`src/sv/bpa_pkg.sv`:
```
// Shared types, constants and helpers of the buddy page allocator.
`timescale 1ns / 1ps
package bpa_pkg;

  // Frame store geometry
  localparam int FRAMES = 262144;
  localparam int FW     = 18;   // frame index width
  localparam int CW     = 19;   // frame count width
  localparam int ORDERS = 11;
  localparam int OW     = 4;    // order width

  localparam logic [CW-1:0] FRAME_COUNT_RESET = 19'd245760;
  localparam logic          REG_FRAME_COUNT   = 1'b0;

  typedef enum logic [1:0] {
    REQ_ALLOC   = 2'd0,
    REQ_FREE    = 2'd1,
    REQ_RESERVE = 2'd2,
    REQ_FINAL   = 2'd3
  } req_t;

  typedef enum logic [1:0] {
    ST_OK       = 2'd0,
    ST_NO_BLOCK = 2'd1,
    ST_ZERO     = 2'd2
  } status_t;

  // Datapath micro-operations, one per controller state
  typedef enum logic [4:0] {
    OP_IDLE, OP_CLEAR, OP_DISPATCH, OP_AL_CHK, OP_AL_SPLIT, OP_UL_RD, OP_UL_WR,
    OP_PH1, OP_PH2, OP_PT1, OP_PT2, OP_FR_CHK, OP_FR_LOOP, OP_FR_BUD, OP_FR_UL2,
    OP_FR_MRG, OP_RS, OP_FN_P1, OP_FN_A, OP_FN_B, OP_FN_P2RD, OP_FN_P2, OP_FINISH
  } op_t;

  typedef struct packed {
    op_t  op;
    logic accept;
  } cmd_t;

  typedef struct packed {
    req_t typ;
    logic clr_last;
    logic al_fail;
    logic sp_more;
    logic fr_ok;
    logic fl_brk;
    logic fb_brk;
    logic rs_more;
    logic p1_done;
    logic p1_skip;
    logic p2_more;
    logic p2_push;
    logic out_busy;
  } sts_t;

  // Smallest order whose block holds the given page count
  function automatic logic [4:0] want_order(input logic [CW-1:0] pages);
    logic [CW-1:0] m;
    logic [4:0]    w;
    m = pages - 19'd1;
    w = 5'd0;
    for (int k = 0; k < CW; k++) begin
      if (m[k]) w = 5'(k + 1);
    end
    return w;
  endfunction

endpackage

```
`src/sv/bpa_ctrl.sv`:
```
// Controller state machine of the buddy page allocator.
`timescale 1ns / 1ps
module bpa_ctrl (
  input  logic          clk,
  input  logic          rst,
  input  logic          req_valid,
  output logic          req_stall,
  input  bpa_pkg::sts_t sts,
  output bpa_pkg::cmd_t cmd
);

  typedef enum logic [22:0] {
    S_IDLE     = 23'(1) << 0,
    S_CLEAR    = 23'(1) << 1,
    S_DISPATCH = 23'(1) << 2,
    S_AL_CHK   = 23'(1) << 3,
    S_AL_SPLIT = 23'(1) << 4,
    S_UL_RD    = 23'(1) << 5,
    S_UL_WR    = 23'(1) << 6,
    S_PH1      = 23'(1) << 7,
    S_PH2      = 23'(1) << 8,
    S_PT1      = 23'(1) << 9,
    S_PT2      = 23'(1) << 10,
    S_FR_CHK   = 23'(1) << 11,
    S_FR_LOOP  = 23'(1) << 12,
    S_FR_BUD   = 23'(1) << 13,
    S_FR_UL2   = 23'(1) << 14,
    S_FR_MRG   = 23'(1) << 15,
    S_RS       = 23'(1) << 16,
    S_FN_P1    = 23'(1) << 17,
    S_FN_A     = 23'(1) << 18,
    S_FN_B     = 23'(1) << 19,
    S_FN_P2RD  = 23'(1) << 20,
    S_FN_P2    = 23'(1) << 21,
    S_FINISH   = 23'(1) << 22
  } state_t;

  state_t state, state_next, ret, ret_next;

  assign req_stall  = state != S_IDLE;
  assign cmd.accept = (state == S_IDLE) && req_valid;

  // Map each state to its datapath operation
  always_comb begin
    case (state)
      S_IDLE:     cmd.op = bpa_pkg::OP_IDLE;
      S_CLEAR:    cmd.op = bpa_pkg::OP_CLEAR;
      S_DISPATCH: cmd.op = bpa_pkg::OP_DISPATCH;
      S_AL_CHK:   cmd.op = bpa_pkg::OP_AL_CHK;
      S_AL_SPLIT: cmd.op = bpa_pkg::OP_AL_SPLIT;
      S_UL_RD:    cmd.op = bpa_pkg::OP_UL_RD;
      S_UL_WR:    cmd.op = bpa_pkg::OP_UL_WR;
      S_PH1:      cmd.op = bpa_pkg::OP_PH1;
      S_PH2:      cmd.op = bpa_pkg::OP_PH2;
      S_PT1:      cmd.op = bpa_pkg::OP_PT1;
      S_PT2:      cmd.op = bpa_pkg::OP_PT2;
      S_FR_CHK:   cmd.op = bpa_pkg::OP_FR_CHK;
      S_FR_LOOP:  cmd.op = bpa_pkg::OP_FR_LOOP;
      S_FR_BUD:   cmd.op = bpa_pkg::OP_FR_BUD;
      S_FR_UL2:   cmd.op = bpa_pkg::OP_FR_UL2;
      S_FR_MRG:   cmd.op = bpa_pkg::OP_FR_MRG;
      S_RS:       cmd.op = bpa_pkg::OP_RS;
      S_FN_P1:    cmd.op = bpa_pkg::OP_FN_P1;
      S_FN_A:     cmd.op = bpa_pkg::OP_FN_A;
      S_FN_B:     cmd.op = bpa_pkg::OP_FN_B;
      S_FN_P2RD:  cmd.op = bpa_pkg::OP_FN_P2RD;
      S_FN_P2:    cmd.op = bpa_pkg::OP_FN_P2;
      S_FINISH:   cmd.op = bpa_pkg::OP_FINISH;
      default:    cmd.op = bpa_pkg::OP_IDLE;
    endcase
  end

  // Sequence the request; list helpers return through ret
  always_comb begin
    state_next = state;
    ret_next   = ret;
    case (state)
      S_CLEAR:    if (sts.clr_last) state_next = S_IDLE;
      S_IDLE:     if (req_valid) state_next = S_DISPATCH;
      S_DISPATCH: begin
        case (sts.typ)
          bpa_pkg::REQ_ALLOC:   state_next = S_AL_CHK;
          bpa_pkg::REQ_FREE:    state_next = S_FR_CHK;
          bpa_pkg::REQ_RESERVE: state_next = S_RS;
          default:              state_next = S_FN_P1;
        endcase
      end
      S_AL_CHK: begin
        if (sts.al_fail) state_next = S_FINISH;
        else begin
          ret_next   = S_AL_SPLIT;
          state_next = S_UL_RD;
        end
      end
      S_AL_SPLIT: begin
        if (sts.sp_more) begin
          ret_next   = S_AL_SPLIT;
          state_next = S_PH1;
        end else state_next = S_FINISH;
      end
      S_UL_RD: state_next = S_UL_WR;
      S_UL_WR: state_next = ret;
      S_PH1:   state_next = S_PH2;
      S_PH2:   state_next = ret;
      S_PT1:   state_next = S_PT2;
      S_PT2:   state_next = ret;
      S_FR_CHK: begin
        if (sts.fr_ok) begin
          ret_next   = S_FR_LOOP;
          state_next = S_PH1;
        end else state_next = S_FINISH;
      end
      S_FR_LOOP: state_next = sts.fl_brk ? S_FINISH : S_FR_BUD;
      S_FR_BUD: begin
        if (sts.fb_brk) state_next = S_FINISH;
        else begin
          ret_next   = S_FR_UL2;
          state_next = S_UL_RD;
        end
      end
      S_FR_UL2: begin
        ret_next   = S_FR_MRG;
        state_next = S_UL_RD;
      end
      S_FR_MRG: begin
        ret_next   = S_FR_LOOP;
        state_next = S_PH1;
      end
      S_RS: if (!sts.rs_more) state_next = S_FINISH;
      S_FN_P1: begin
        if (sts.p1_done) state_next = S_FN_P2RD;
        else if (!sts.p1_skip) state_next = S_FN_A;
      end
      S_FN_A:    state_next = S_FN_B;
      S_FN_B:    state_next = S_FN_P1;
      S_FN_P2RD: state_next = sts.p2_more ? S_FN_P2 : S_FINISH;
      S_FN_P2: begin
        if (sts.p2_push) begin
          ret_next   = S_FN_P2RD;
          state_next = S_PT1;
        end else state_next = S_FN_P2RD;
      end
      S_FINISH: if (!sts.out_busy) state_next = S_IDLE;
      default:  state_next = S_IDLE;
    endcase
  end

  always_ff @(posedge clk) begin
    if (rst) begin
      state <= S_CLEAR;
      ret   <= S_IDLE;
    end else begin
      state <= state_next;
      ret   <= ret_next;
    end
  end

endmodule

```
`config.mk`:
```
export PLATFORM = sky130hd
export DESIGN_NAME = bpa_ctrl
export DESIGN_NICKNAME = d
export VERILOG_FILES = /design/src/sv/bpa_pkg.sv /design/src/sv/bpa_ctrl.sv
export SDC_FILE = /design/constraint.sdc
export NUM_CORES = 1
export LEC_CHECK = 0
export BUFFER_PORTS_ARGS = -buffer_cell sky130_fd_sc_hd__buf_2
export CAP_MARGIN = 10
export CORE_MARGIN = 1
export CORE_UTILIZATION = 50
export CTS_CLUSTER_SIZE = 12
export DETAILED_ROUTE_END_ITERATION = 10
export PLACE_DENSITY = 0.81
export SETUP_SLACK_MARGIN = 0.3
export SLEW_MARGIN = 10
export SYNTH_ARGS = -nofsm -noshare
export SYNTH_HDL_FRONTEND = slang
export SYNTH_SLANG_ARGS = --single-unit
```
`constraint.sdc`:
```
create_clock -name clk -period 4.05 [get_ports clk]
set_input_delay 0.2025 -clock clk [delete_from_list [all_inputs] [get_ports clk]]
set_output_delay 0.2025 -clock clk [all_outputs]
set_load 0.005 [all_outputs]
```
==> run_results.csv <==
group,metric,value,unit
route,drt_first_pass_iters,7,
synthesis,synth_flop_cell,"dfxtp_1",
critical_path,worstSetupStartpoint,"state[10]",
global_routing,grt_max_degree,13,
synthesis,yosysSeqAreaShare,28.96,%
floorplan,dieArea,0.004266,mm2
synthesis,avgSynthCellArea,8.181,um2
timing,rsz0062_at_grt,"false",
hold_path,hold_class,"in2reg",
clocking,clk_pin_slew,0.07,ns
route,vias_per_cell,6.502,
clocking,cts_tree,"built",
global_routing,first_global_vias,1907,
run_status,status,"finished, final reports clean",
power,power_density,280.1,mW/mm2
final_layout,mostFrequentLayoutCells,"dfxtp_1 (29), nor2_1 (23), buf_2 (23)",
global_routing,grt_pass1_wl,9342,um
timing,report.final.slew_viol_count,0,
place,io_buffers,23,
global_routing,gr-usage-all-layers,29.50,%
route,drcViolationCount,0,
synthesis,syn-cell-area,0.002004,mm2
place,placed_cell_area,0.002136,mm2
power,p_leak,0.8922,nW
route,routed_wl,5715,um
final_layout,final_common_cell,"dfxtp_1",
final_layout,drive_gt1_share,18.35,%
final_layout,final_area,0.002232,mm2
hold_path,min-delay-start,"sts[7]",
critical_path,crit_chain,"nor4_4 -> nand4_2 -> or4_1 -> nor3b_1 -> or4_1 -> buf_2",
clocking,cts_resized,0,
power,p_total,625.1,uW
critical_path,required,3.85,ns
critical_path,path_class,"reg2out",
final_layout,seqCellArea,580.6,um2
final_layout,fill_cells,358,
floorplan,core,0.003744,mm2
global_routing,grt_overflow,0,
synthesis,ys_warn_count,0,
critical_path,cp_common_cell,"or4_1",
floorplan,start_util,53.54,%
clocking,cts-hold-fix-buffers,0,
floorplan,io_pins,24,
critical_path,cp-start-kind,"register",
clocking,root_buffer,"clkbuf_8",
clocking,ctsHtreeMaxLevel,2,
place,placed_cells,307,
final_layout,n_antenna_cell,0,
timing,relSlewSlack,34.96,%
timing,fmax,339.8,MHz
route,drt_iter0_drc,188,
critical_path,critPathMaxFanout,10,
route,num_vias,2048,
floorplan,die_x,65.32,um
critical_path,cpPeakStageDelay,0.63,ns
global_routing,antenna_found_initial,0,
timing,worstMarginPinSlew,0.9727,ns
floorplan,dieHeight,65.32,um
final_layout,nets,283,
critical_path,cp_slowest_cell,"nor4_4",
timing,fin_crit_sh,72.66,%
synthesis,synth_edf_count,0,
route,routedWlPerCell,18.14,um
final_layout,layout.cells.non_filler,315,
final_layout,multiInputGateArea,0.001365,mm2
final_layout,areaGrowthSynthToFinish,11.36,%
timing,hold_violations,0,
clocking,cts_setup_buffers,0,
synthesis,ys_async_sr_fraction,0,%
synthesis,synth_nets,262,
synthesis,synthCells,245,
route,ant_nets,0,
clocking,clock_path_buffers,2,
critical_path,rr_startpoint,"state[10]",
timing,finalSetupViolCount,0,
synthesis,ys_seq_elements,29,
critical_path,endpoint_kind,"output port",
synthesis,synth_cell_types,57,
place,place_hpwl,4334,um
timing,fin_skew,0.008901,ns
timing,period_needed,2.943,ns
critical_path,critPathArrivalTime,2.74,ns
clocking,clk_latency,0.29,ns
job,maxCapViolCount,0,
power,vdd_drop_max,0.2225,mV
timing,fin_setup_tns,0,ns
clocking,cts_buffers,5,
clocking,cts_num_sinks,29,
floorplan,fp-row-count,22,
place,place.gp.congestion,1.009,
-- final timing paths --
| path | to | slack [ns] | depth (start not counted) |
|---|---|---|---|
| min reg2reg | ret[4] | 0.47 | 2 |
| min | state[13] | 0.1 | 2 |
| max reg2reg | ret[20] | 1.34 | 6 |
| max | cmd[1] | 1.11 | 6 |
-- per-stage QoR --
stage	setup WS [ns]	hold WS, ns	utilization, %
after floorplan	1.732	0.2786	-
after global placement	1.418	0.3957	57.05
after detailed placement	1.383	0.3971	57.05
after CTS	1.121	0.08860	59.63
after global routing	0.9061	0.08914	59.63
final	1.107	0.09580	59.63
-- layout make-up --
type                    instances  area share (%)
clock buffers                   6           3.700
clock inverters                 2          0.6166
multi-input cells             204           61.15
flip-flops and latches         29           26.01
inverters                       2          0.3363
well taps                      48           2.691
repair buffers                 24           5.493
-- cells in the mapped netlist, types with 2 or more instances --
| cell | number | share of area [%] |
|---|---|---|
| a31oi_1 | 5 | 1.6 |
| nor3b_1 | 5 | 1.9 |
| nor2b_1 | 9 | 2.8 |
| nand3_2 | 2 | 1.0 |
| xor2_1 | 2 | 0.87 |
| or3_1 | 5 | 1.6 |
| nor4b_1 | 6 | 2.6 |
| o21ai_0 | 8 | 2.0 |
| o32ai_1 | 2 | 0.87 |
| a211oi_1 | 2 | 0.75 |
| nand4_2 | 2 | 1.2 |
| buf_2 | 2 | 0.50 |
| nor3_1 | 17 | 4.2 |
| dfxtp_1 | 29 | 29 |
| and4_1 | 2 | 0.87 |
| clkbuf_1 | 6 | 1.1 |
| o21a_1 | 2 | 0.75 |
| or4_1 | 3 | 1.1 |
| and3_1 | 9 | 2.8 |
| o22ai_1 | 2 | 0.62 |
| a22oi_1 | 3 | 1.1 |
| nand3_1 | 6 | 1.5 |
| nor4_4 | 5 | 5.3 |
| xnor2_1 | 3 | 1.3 |
| nand3b_1 | 3 | 1.1 |
| nor2_1 | 23 | 4.3 |
| nand2_1 | 21 | 3.9 |
| o31ai_1 | 3 | 1.1 |
| nand2b_1 | 8 | 2.5 |
| or2_2 | 2 | 0.62 |
| nand4b_1 | 2 | 0.87 |
| and2_1 | 3 | 0.94 |
| a21oi_1 | 5 | 1.2 |
| nor4_1 | 8 | 2.5 |
| nand4_1 | 8 | 2.5 |
-- state kept, by name, summed over array words and instances, names as in the netlist --
| name | cells |
|---|---|
| state | 23 |
| ret | 6 |
-- power by group --
group	internal [mW]	switching [mW]
clock	0.137	0.118
combinational	0.0267	0.0495
sequential	0.288	0.00523
total	0.452	0.173
-- metal layers --
layer | vias up | wire length, um | track usage (%)
li1 | 992 | - | -
met3 | 15 | 527 | 9.375
met4 | 0 | 133 | 10.87
met2 | 112 | 2532 | 44.46
met5 | - | 0 | 0
met1 | 929 | 2523 | 39.06
-- cells by family after synthesis --
logic type	after synthesis	share of synthesized area, %
xor gates and xnor gates	5	2.185
buffers and inverters	12	2.934
DFF	29	28.96
muxes	2	1.061
and+or+nand+nor	154	49.19
AOI/OAI and AO/OA	43	15.67
-- worst max-delay path: cells and delay by family (launching register included) --
family	cells	cell delay (ns)
buf+inv	1	0.11
simple gates	5	1.94
flops	1	0.40
(Power assumes the default switching activity.)
